===== config.mk =====
export PLATFORM = sky130hd
export DESIGN_NAME = integer_to_text_formatter_core
export DESIGN_NICKNAME = d
export VERILOG_FILES = /design/src/itf_pkg.sv /design/src/integer_to_text_formatter_core.sv
export SDC_FILE = /design/constraint.sdc
export NUM_CORES = 1
export LEC_CHECK = 0
export BUFFER_PORTS_ARGS = -buffer_cell sky130_fd_sc_hd__clkbuf_2
export CORE_ASPECT_RATIO = 1.25
export CORE_UTILIZATION = 60
export DETAILED_ROUTE_END_ITERATION = 10
export PLACE_DENSITY = 0.82
export SKIP_CTS_REPAIR_TIMING = 1
export SYNTH_ARGS = -nofsm -noshare
export SYNTH_HDL_FRONTEND = slang
export SYNTH_SLANG_ARGS = --single-unit

===== constraint.sdc =====
create_clock -name clk_i -period 10.8 [get_ports clk_i]
set_input_delay 1.08 -clock clk_i [delete_from_list [all_inputs] [get_ports clk_i]]
set_output_delay 1.08 -clock clk_i [all_outputs]
set_load 0.01 [all_outputs]

===== src/itf_pkg.sv =====
// Shared constants for the integer-to-text formatter: request kinds,
// ASCII codes, pointer width and the digit-to-character helper.
// No dependencies.
package itf_pkg;

  // Request kinds
  localparam logic [2:0] KIND_SDEC = 3'd0;
  localparam logic [2:0] KIND_UDEC = 3'd1;
  localparam logic [2:0] KIND_OCT  = 3'd2;
  localparam logic [2:0] KIND_HEX  = 3'd3;
  localparam logic [2:0] KIND_PTR  = 3'd4;
  localparam logic [2:0] KIND_CHAR = 3'd5;

  // Pointer width, 32..64
  localparam int unsigned POINTER_BITS = 64;
  localparam logic [63:0] PTR_MASK = {64{1'b1}} >> (64 - POINTER_BITS);

  // ASCII codes
  localparam logic [7:0] CH_ZERO  = 8'h30;
  localparam logic [7:0] CH_LOWA  = 8'h61;
  localparam logic [7:0] CH_MINUS = 8'h2d;
  localparam logic [7:0] CH_X     = 8'h78;
  localparam logic [7:0] CH_LPAR  = 8'h28;
  localparam logic [7:0] CH_N     = 8'h6e;
  localparam logic [7:0] CH_I     = 8'h69;
  localparam logic [7:0] CH_L     = 8'h6c;
  localparam logic [7:0] CH_RPAR  = 8'h29;

  // Text strings, first character in the top byte
  localparam logic [39:0] TXT_NIL  = {CH_LPAR, CH_N, CH_I, CH_L, CH_RPAR};
  localparam logic [39:0] TXT_HEX  = {CH_ZERO, CH_X, 24'h0};
  localparam logic [39:0] TXT_NEG  = {CH_MINUS, 32'h0};

  // Bit and digit counts per kind
  localparam logic [5:0] DEC_BITS   = 6'd32;
  localparam logic [5:0] DEC_DIGITS = 6'd10;
  localparam logic [5:0] OCT_DIGITS = 6'd11;
  localparam logic [5:0] HEX_DIGITS = 6'd8;
  localparam logic [5:0] PTR_DIGITS = 6'd16;

  function automatic logic [7:0] digit_char(input logic [3:0] d);
    logic [7:0] c;
    if (d > 4'd9) begin
      c = CH_LOWA + {4'd0, d} - 8'd10;
    end else begin
      c = CH_ZERO + {4'd0, d};
    end
    return c;
  endfunction

endpackage


===== src/integer_to_text_formatter_core.sv =====
// Integer-to-text formatter top level: sequencer, double-dabble unit and
// digit shifter in one module.
// Depends on itf_pkg.
//
//  channel   direction  ports                                  handshake
//  request   in         req_type_i, value_i                    start_i & !busy_o
//  text      out        text_char_o, last_char_o               char_valid_o
//
// Octal and hex step one digit position per cycle (11 or 8); pointer sends the "0x"
// prefix and 16 digit positions, or the five characters of "(nil)"; character sends
// one. Decimal first runs the shared double-dabble unit over all 32 input bits, then
// a minus sign when negative, then 10 digit positions. Leading zero positions are
// stepped through without output; each character leaves in the cycle after its step.
// Reset clears the sequencer; busy_o is high while it runs. The receiver cannot stall.
module integer_to_text_formatter_core (
  input  logic        clk_i,
  input  logic        rst_ni,
  input  logic        start_i,
  output logic        busy_o,
  input  logic [2:0]  req_type_i,
  input  logic [63:0] value_i,
  output logic        char_valid_o,
  output logic [7:0]  text_char_o,
  output logic        last_char_o
);

  localparam logic [1:0] ST_IDLE = 2'd0;
  localparam logic [1:0] ST_CONV = 2'd1;
  localparam logic [1:0] ST_TEXT = 2'd2;
  localparam logic [1:0] ST_DIGS = 2'd3;

  logic [1:0]  state_q, state_d;
  logic [5:0]  cnt_q, cnt_d;
  logic [63:0] dig_q, dig_d;
  logic [31:0] bin_q, bin_d;
  logic [39:0] txt_q, txt_d;
  logic [2:0]  tcnt_q, tcnt_d;
  logic        tlast_q, tlast_d;
  logic        neg_q, neg_d;
  logic        rad3_q, rad3_d;
  logic        lead_q, lead_d;
  logic        vld_d;
  logic [7:0]  chr_d;
  logic        lst_d;

  logic [31:0] low32;
  logic [63:0] ptr;
  logic [39:0] bcd_adj;
  logic [3:0]  top;

  assign low32 = value_i[31:0];
  assign ptr   = value_i & itf_pkg::PTR_MASK;
  assign top   = rad3_q ? {1'b0, dig_q[63:61]} : dig_q[63:60];

  // Add 3 to every BCD nibble of five or more before the shift
  always_comb begin
    for (int i = 0; i < 10; i++) begin
      if (dig_q[24 + 4*i +: 4] >= 4'd5) begin
        bcd_adj[4*i +: 4] = dig_q[24 + 4*i +: 4] + 4'd3;
      end else begin
        bcd_adj[4*i +: 4] = dig_q[24 + 4*i +: 4];
      end
    end
  end

  always_comb begin
    state_d = state_q;
    cnt_d   = cnt_q;
    dig_d   = dig_q;
    bin_d   = bin_q;
    txt_d   = txt_q;
    tcnt_d  = tcnt_q;
    tlast_d = tlast_q;
    neg_d   = neg_q;
    rad3_d  = rad3_q;
    lead_d  = lead_q;
    vld_d   = 1'b0;
    chr_d   = 8'h00;
    lst_d   = 1'b0;

    unique case (state_q)
      ST_IDLE: begin
        if (start_i) begin
          rad3_d = 1'b0;
          lead_d = 1'b1;
          neg_d  = 1'b0;
          unique case (req_type_i) inside
            itf_pkg::KIND_SDEC, itf_pkg::KIND_UDEC: begin
              if (req_type_i == itf_pkg::KIND_SDEC && low32[31]) begin
                neg_d = 1'b1;
                bin_d = 32'd0 - low32;
              end else begin
                bin_d = low32;
              end
              dig_d   = 64'd0;
              cnt_d   = itf_pkg::DEC_BITS;
              state_d = ST_CONV;
            end
            itf_pkg::KIND_OCT: begin
              dig_d   = {1'b0, low32, 31'd0};
              cnt_d   = itf_pkg::OCT_DIGITS;
              rad3_d  = 1'b1;
              state_d = ST_DIGS;
            end
            itf_pkg::KIND_HEX: begin
              dig_d   = {low32, 32'd0};
              cnt_d   = itf_pkg::HEX_DIGITS;
              state_d = ST_DIGS;
            end
            itf_pkg::KIND_PTR: begin
              if (ptr == 64'd0) begin
                txt_d   = itf_pkg::TXT_NIL;
                tcnt_d  = 3'd5;
                tlast_d = 1'b1;
              end else begin
                txt_d   = itf_pkg::TXT_HEX;
                tcnt_d  = 3'd2;
                tlast_d = 1'b0;
                dig_d   = ptr;
                cnt_d   = itf_pkg::PTR_DIGITS;
              end
              state_d = ST_TEXT;
            end
            itf_pkg::KIND_CHAR: begin
              txt_d   = {value_i[7:0], 32'd0};
              tcnt_d  = 3'd1;
              tlast_d = 1'b1;
              state_d = ST_TEXT;
            end
            default: begin
              // unused kinds: drop the request
              state_d = ST_IDLE;
            end
          endcase
        end
      end
      ST_CONV: begin
        dig_d = {bcd_adj[38:0], bin_q[31], 24'd0};
        bin_d = {bin_q[30:0], 1'b0};
        cnt_d = cnt_q - 6'd1;
        if (cnt_q == 6'd1) begin
          cnt_d = itf_pkg::DEC_DIGITS;
          if (neg_q) begin
            txt_d   = itf_pkg::TXT_NEG;
            tcnt_d  = 3'd1;
            tlast_d = 1'b0;
            state_d = ST_TEXT;
          end else begin
            state_d = ST_DIGS;
          end
        end
      end
      ST_TEXT: begin
        vld_d  = 1'b1;
        chr_d  = txt_q[39:32];
        lst_d  = tlast_q && (tcnt_q == 3'd1);
        txt_d  = {txt_q[31:0], 8'd0};
        tcnt_d = tcnt_q - 3'd1;
        if (tcnt_q == 3'd1) begin
          state_d = tlast_q ? ST_IDLE : ST_DIGS;
        end
      end
      ST_DIGS: begin
        // skip leading zeros but always keep the last position
        if (!lead_q || top != 4'd0 || cnt_q == 6'd1) begin
          vld_d  = 1'b1;
          chr_d  = itf_pkg::digit_char(top);
          lst_d  = (cnt_q == 6'd1);
          lead_d = 1'b0;
        end
        dig_d = rad3_q ? {dig_q[60:0], 3'd0} : {dig_q[59:0], 4'd0};
        cnt_d = cnt_q - 6'd1;
        if (cnt_q == 6'd1) begin
          state_d = ST_IDLE;
        end
      end
      default: begin
        state_d = ST_IDLE;
      end
    endcase
  end

  always_ff @(posedge clk_i or negedge rst_ni) begin
    if (!rst_ni) begin
      state_q      <= ST_IDLE;
      char_valid_o <= 1'b0;
    end else begin
      state_q      <= state_d;
      char_valid_o <= vld_d;
    end
  end

  always_ff @(posedge clk_i) begin
    cnt_q       <= cnt_d;
    dig_q       <= dig_d;
    bin_q       <= bin_d;
    txt_q       <= txt_d;
    tcnt_q      <= tcnt_d;
    tlast_q     <= tlast_d;
    neg_q       <= neg_d;
    rad3_q      <= rad3_d;
    lead_q      <= lead_d;
    text_char_o <= chr_d;
    last_char_o <= lst_d;
  end

  assign busy_o = (state_q != ST_IDLE);

endmodule


==> results of run 1 <==
[registers in the layout (all words and copies together) (netlist names)]
signal and count:
dig_q 64, last_char_o 1, state_q 2, text_char_o 8, lead_q 1, rad3_q 1
tlast_q 1, bin_q 32, neg_q 1, tcnt_q 3, txt_q 17, char_valid_o 1
cnt_q 6
[power by group]
| part | switching [W] | leakage, nW | internal [W] | total [W] |
|---|---|---|---|---|
| sequential | 0.000186 | 1.34 | 0.000999 | 0.00119 |
| clock | 0.000266 | 0.290 | 0.000321 | 0.000586 |
| combinational | 0.000800 | 2.34 | 0.000479 | 0.00128 |
[critical path: stages (launching register included)]
cell      delay [ns]
dfrtp_1         0.43
inv_1           0.12
ha_2            0.50
buf_4           0.66
nor2_1          0.25
nand2_1         0.92
o221ai_1        0.33
[cells by family after synthesis]
family	after synthesis	share of synthesized area [%]
buffers and inverters	117	4.965
AND/OR/NAND/NOR	297	15.89
AO/OA/AOI/OAI	266	18.58
flip-flops	138	43.43
adder cells (fa/ha/maj)	33	4.440
XOR/XNOR	47	4.427
multiplexers	74	8.261
[layout make-up]
type                    count  area, µm²
inverters                  44      165.2
fillers                  1172       4700
multi-input cells         717       4841
flip-flops and latches    138       4039
well taps                 208      260.3
repair buffers             91      483.0
clock inverters            14      138.9
clock buffers              18      450.4
[stage by stage]
stage	std cells	setup WS (ns)	cell area, µm²	utilization (%)
floorplan	972	6.537	9299	-
global placement	1198	7.019	9788	64.92
detailed placement	1198	6.862	9788	64.92
CTS	1230	7.344	10380	68.83
global route	1230	7.054	10380	68.83
finish	1230	7.236	10380	68.83
[cell usage after synthesis, types with 7 or more instances]
library cell | instances | area, µm²
edfxtp_1 | 126 | 3784
nand2_1 | 123 | 461.7
o21ai_0 | 79 | 395.4
nor2_1 | 66 | 247.7
a21oi_1 | 65 | 325.3
clkbuf_1 | 60 | 225.2
mux2i_1 | 55 | 550.5
inv_1 | 44 | 165.2
ha_1 | 33 | 412.9
a22oi_1 | 32 | 240.2
xnor2_1 | 29 | 254.0
o221ai_1 | 27 | 236.5
mux2_2 | 18 | 202.7
xor2_1 | 18 | 157.7
nand2b_1 | 17 | 106.4
nor3_1 | 13 | 65.06
nand3_1 | 10 | 50.05
dfxtp_1 | 9 | 180.2
nor3b_1 | 9 | 67.56
nor2b_1 | 8 | 50.05
nor4_1 | 8 | 50.05
a31oi_1 | 7 | 43.79
[worst paths after layout]
check / startpoint / endpoint / slack [ns] / depth (start not counted)
min reg2reg: txt_q[39]$_DFFE_PP_ / text_char_o[7]$_DFF_P_ / 0.45 / 1
min: rst_ni / char_valid_o$_DFF_PN0_ / 0.42 / 1
max reg2reg: state_q[1]$_DFFE_PN0P_ / dig_q[40]$_DFFE_PP_ / 7.24 / 6
max: state_q[1]$_DFFE_PN0P_ / dig_q[40]$_DFFE_PP_ / 7.24 / 6
max in group asynchronous: rst_ni / state_q[0]$_DFFE_PN0P_ / 10.26 / 1
min in group clk_i: txt_q[39]$_DFFE_PP_ / text_char_o[7]$_DFF_P_ / 0.45 / 1
[routing by layer]
metal | track usage (%) | part of all wire, % | vias up
met3 | 7.825 | 12 | 70
met1 | 43.39 | 37 | 3749
met2 | 53.18 | 47 | 559
met5 | 0 | 0 | -
li1 | - | - | 3659
met4 | 16.27 | 3.6 | 0
==> summary.log, run 1 <==
[synth] most frequently used flop master after synthesis edfxtp_1
[clock_network] CTS H-Tree Depth 4
[floorplanning] number of standard-cell rows in the floorplan 50
[detailed_routing] 1st-pass router iterations 6
[global_routing] wire length of the first global-routing pass 40420 µm
[sta] setup_tns 0 ns
[synth] mean instance size in the synthesized netlist 9.567 µm²
[detailed_routing] DR WL/cell 21.11 µm
[worst_setup_path] kind of end point of the critical path flop
[detailed_routing] DRC violations left 0
[global_routing] pin count of the biggest net entering global routing 71
[outcome] status finished, final reports clean
[clock_network] clock transition at the registers of the reported paths 0.07 ns
[clock_network] CTS tree built
[global_routing] total congestion overflow 0
[synth] Yosys reg bits 138
[cells_and_area] ant diodes 0
[sta] part of the cycle the worst path needs 33.00%
[worst_setup_path] WS Path Type reg2reg
[placed_design] GPL Wtd Cong 0.8837
[worst_setup_path] CP Data Required Time 10.91 ns
[sta] fin. max-slew vios 0
[synth] Syn. warnings 0
[cells_and_area] commonest cells after routing, fill and taps aside edfxtp_1 (126), nand2_1 (123), clkbuf_2 (80), o21ai_0 (79)
[global_routing] GRT Resource Usage Total 33.56%
[sta] max-slew headroom at the worst pin 20.48%
[worst_setup_path] arrival time reported for the critical path endpoint 3.67 ns
[global_routing] number of global-route vias before repair 7492
[detailed_routing] routed via count 8037
[synth] Mapped Nets 1075
[sta] maximum operating frequency 0.2806 GHz
[detailed_routing] drt first-iter violations 957
[power] maximum vdd drop 0.1726 mV
[clock_network] Clk Latency, worst-skew pair 0.44 ns
[clock_network] Num CTS Buffers 17
[power] overall power consumption 0.003051 W
[sta] Finish-stage setup viols 0
[sta] RSZ-0062 raised after global routing false
[power] leakage power figure 3.963 nW
[placed_design] Port-buffer cells 80
[clock_network] CTS Sinks 138
[min_path] HP Class in2async
[sta] Hold Vio Cnt, Final 0
[synth] gate count after technology mapping 972
[synth] number of enable flip-flop cells after synthesis 126
[cells_and_area] Final #Nets 1112
[floorplanning] width of the die 113.4 µm
[detailed_routing] post-detailed-routing wire length 25970 µm
[worst_setup_path] peak fanout along the critical path 64
[floorplanning] standard cell core area 15080 µm²
[global_routing] initial antenna violation count 0
[synth] register area share after synthesis 43.43%
[cells_and_area] most common cell after layout, fill and taps aside edfxtp_1
[sta] smallest hold slack 0.4245 ns
[floorplanning] area enclosed by the die boundary 16000 µm²
[synth] Synth Cell Area 9299 µm²
[clock_network] largest buffer count on any clock path 2
[power] power density over the cells 294.0 nW/µm²
[detailed_routing] Final ANT Viol Nets 0
[detailed_routing] Vias per Instance 6.534
[cells_and_area] share of final-layout standard cells stronger than drive strength 1 16.24%
[floorplanning] Die H 141.2 µm
[sta] crit path time final 3.564 ns
[synth] Netlist cell types 66
[floorplanning] number of placed I/O pins 81
[clock_network] root buffer cell clkbuf_16
[sta] clock tree skew after final layout 0.009406 ns
[cells_and_area] area grow syn2layout 11.60%
[placed_design] detailed placement HPWL 17310 µm
[job] maximum capacitance violations 0
[floorplanning] initial standard-cell utilization of the core 61.68%
[worst_setup_path] kind of start point of the critical path flop
[synth] asr flop ratio synth 2.174%
[sta] Worst Tran Pin Value 1.190 ns
(Power assumes the default switching activity.)
==> run 2, diff against run 1 <==
CORE_UTILIZATION = 55   (was 60)
PLACE_DENSITY = 0.79   (was 0.82)
clock period = 3.25 ns   (was 10.8 ns; I/O delays follow)
==> run 2 against run 1 <==
  * Non-clock buffer count rose by 14
  * Critical path depth fell by 1
  * Combinational power rose to 3.4 times the previous value
  * Global-route usage fell by 1.5 points
  * Via count rose by 1.1%
  * Die area rose by 8.9%
  * Sequential cell count did not move
  * Final cell count rose by 1.8%
  * Register-to-register slack got worse by 6.6 ns
  * Clock skew rose by 0.0011 ns
  * Fmax rose by 36%
  * Setup slack got worse by 6.6 ns
==> summary.log, run 2 (synthesis results as in run 1) <==
[detailed_routing] DR WL/cell 21.79 µm [+3.2%]
[cells_and_area] storage element area 4039 µm² [unchanged]
[floorplanning] initial standard-cell utilization of the core 56.72% [-5.0 points]
[clock_network] CTS Sinks 138 [unchanged]
[clock_network] CTS H-Tree Depth 4 [unchanged]
[global_routing] M1 GR Usage 41.02% [-2.4 points]
[clock_network] largest buffer count on any clock path 2 [unchanged]
[power] combinational cell fraction of total power 42.5% [+0.6 points]
[floorplanning] standard cell core area 16400 µm² [+8.7%]
[power] Int Power 0.005959 W [+230%]
[global_routing] GRT Resource Usage Total 32.09% [-1.5 points]
[global_routing] pin count of the biggest net entering global routing 89 [+25%]
[power] power density over the cells 963.9 nW/µm² [+230%]
[sta] clock tree skew after final layout 0.01052 ns [+0.001119 ns]
[sta] crit path time final 2.620 ns [-0.9436 ns]
[worst_setup_path] WS Path Type reg2reg
[sta] max-slew headroom at the worst pin 29.00% [+8.5 points]
[global_routing] wire length of the first global-routing pass 42390 µm [+4.9%]
[detailed_routing] Final ANT Viol Nets 0 [unchanged]
[global_routing] met2 Use GR 50.06% [-3.1 points]
[global_routing] total congestion overflow 0 [unchanged]
[floorplanning] Die H 147.4 µm [+4.4%]
[cells_and_area] number of flip-flops in the largest register 64 [unchanged]
[power] sequential share of power 39.0% [+0.2 points]
[power] maximum vdd drop 0.5950 mV [+240%]
[cells_and_area] Final #Nets 1126 [+1.3%]
[detailed_routing] post-detailed-routing wire length 27280 µm [+5.1%]
[outcome] status finished, final reports clean
[cells_and_area] Most flops, register dig_q
[sta] setup_tns 0 ns [unchanged]
[global_routing] busiest grt layer met2
[cells_and_area] largest registers dig_q x64, bin_q x32, txt_q x17
[detailed_routing] 1st-pass router iterations 9 [+3]
[power] Sw Pwr 0.004146 W [+230%]
[worst_setup_path] kind of end point of the critical path flop
[sta] Worst Tran Pin Value 1.065 ns [-0.1249 ns]
[clock_network] root buffer cell clkbuf_16
[cells_and_area] commonest cells after routing, fill and taps aside edfxtp_1 (126), nand2_1 (123), clkbuf_2 (80), o21ai_0 (79)
[sta] Finish-stage setup viols 0 [unchanged]
[power] switching share of power 41.02% [about the same]
[detailed_routing] DRC violations left 0 [unchanged]
[sta] Hold Vio Cnt, Final 0 [unchanged]
[sta] maximum operating frequency 0.3816 GHz [+36%]
[clock_network] Clk Latency, worst-skew pair 0.44 ns [about the same]
[sta] fin. max-slew vios 0 [unchanged]
[sta] part of the cycle the worst path needs 80.63% [+48 points]
[power] leakage power figure 4.025 nW [+1.6%]
[global_routing] met3 usage in global routing 7.562% [-0.26 points]
[min_path] HP Class in2async
[floorplanning] number of placed I/O pins 81 [unchanged]
[cells_and_area] ant diodes 0 [unchanged]
[clock_network] CTS tree built
[worst_setup_path] peak fanout along the critical path 70 [+9.4%]
[cells_and_area] area of combinational cells with multiple inputs 4841 µm² [unchanged]
[sta] RSZ-0062 raised after global routing false
[detailed_routing] drt first-iter violations 908 [-5.1%]
[cells_and_area] area grow syn2layout 12.74%
[clock_network] clock transition at the registers of the reported paths 0.07 ns [about the same]
[clock_network] Num CTS Buffers 17 [unchanged]
[power] share of power burned in the clock network 18.5% [-0.7 points]
[worst_setup_path] CP Data Required Time 3.30 ns [-7.61 ns]
[floorplanning] area enclosed by the die boundary 17430 µm² [+8.9%]
[job] maximum capacitance violations 0 [unchanged]
[detailed_routing] Vias per Instance 6.493 [-0.63%]
[placed_design] GPL Wtd Cong 0.9904 [+12%]
[cells_and_area] number of fill cells in the layout 1366 [+17%]
[worst_setup_path] arrival time reported for the critical path endpoint 2.67 ns [-1.00 ns]
[placed_design] pre-CTS WS 0.3143 ns [-6.548 ns]
[cells_and_area] most common cell after layout, fill and taps aside edfxtp_1
[worst_setup_path] kind of start point of the critical path flop
[global_routing] initial antenna violation count 0 [unchanged]
[detailed_routing] routed via count 8129 [+1.1%]
[global_routing] number of global-route vias before repair 7655 [+2.2%]
[placed_design] Port-buffer cells 80 [unchanged]
[cells_and_area] share of final-layout standard cells stronger than drive strength 1 17.18% [+0.94 points]
[placed_design] detailed placement HPWL 18220 µm [+5.3%]
[floorplanning] number of standard-cell rows in the floorplan 52 [+4.0%]
[floorplanning] width of the die 118.3 µm [+4.4%]
[sta] post-route setup slack 0.6296 ns [-6.606 ns]
==> run 2: stage by stage <==
step	instance area [µm²]	instances	util, %	total power, W	hold slack [ns]
2_1_floorplan	9306	972	-	0.006922	0.02941
6_report	10480	1252	63.94	0.01011	0.2175
3_5_place_dp	9921	1219	60.51	0.008161	0.1316
5_1_grt	10480	1252	63.94	0.01073	0.2209
4_1_cts	10470	1251	63.88	0.01007	-0.3349
3_3_place_gp	9921	1219	60.51	0.008007	0.1275
==> run 2: path summary, 6_finish.rpt <==
kind	startpoint	end	slack, ns	depth (start not counted)
max	state_q[0]$_DFFE_PN0P_	dig_q[57]$_DFFE_PP_	0.63	5
min	rst_ni	state_q[1]$_DFFE_PN0P_	0.22	2
max reg2reg	state_q[0]$_DFFE_PN0P_	dig_q[57]$_DFFE_PP_	0.63	5
min reg2reg	txt_q[38]$_DFFE_PP_	text_char_o[6]$_DFF_P_	0.45	2
max in group asynchronous	rst_ni	char_valid_o$_DFF_PN0_	2.91	2
min in group clk_i	value_i[0]	bin_q[0]$_SDFFCE_PP0P_	0.29	3
==> run 2: power groups by stage <==
stage | logic [W] | registers (W) | clock network [W]
floorplan | 0.00312 | 0.00380 | 0
global placement | 0.00409 | 0.00392 | 0
detailed placement | 0.00420 | 0.00396 | 0
CTS | 0.00426 | 0.00393 | 0.00187
global route | 0.00475 | 0.00404 | 0.00194
finish | 0.00430 | 0.00394 | 0.00187
==> run 2: final cells by class <==
type	instances	share of cell area, %
clock buffers	19	4.225
clock inverters	13	1.050
inverters	44	1.575
multi-input cells	717	46.17
flip-flops and latches	138	38.52
well taps	216	2.578
repair buffers	105	5.872
==> run 2: layer usage <==
| metal | part of all wire, % | up-vias |
|---|---|---|
| met5 | 0 | - |
| met2 | 46 | 531 |
| met4 | 5.4 | 0 |
| met1 | 37 | 3786 |
| li1 | - | 3695 |
| met3 | 11 | 117 |
==> run 2: worst max-delay path: stages (launching register included) <==
cell	delay [ns]
dfrtp_1	0.40
inv_1	0.15
ha_1	0.35
nand2_1	0.20
inv_1	0.21
a31o_4	0.90
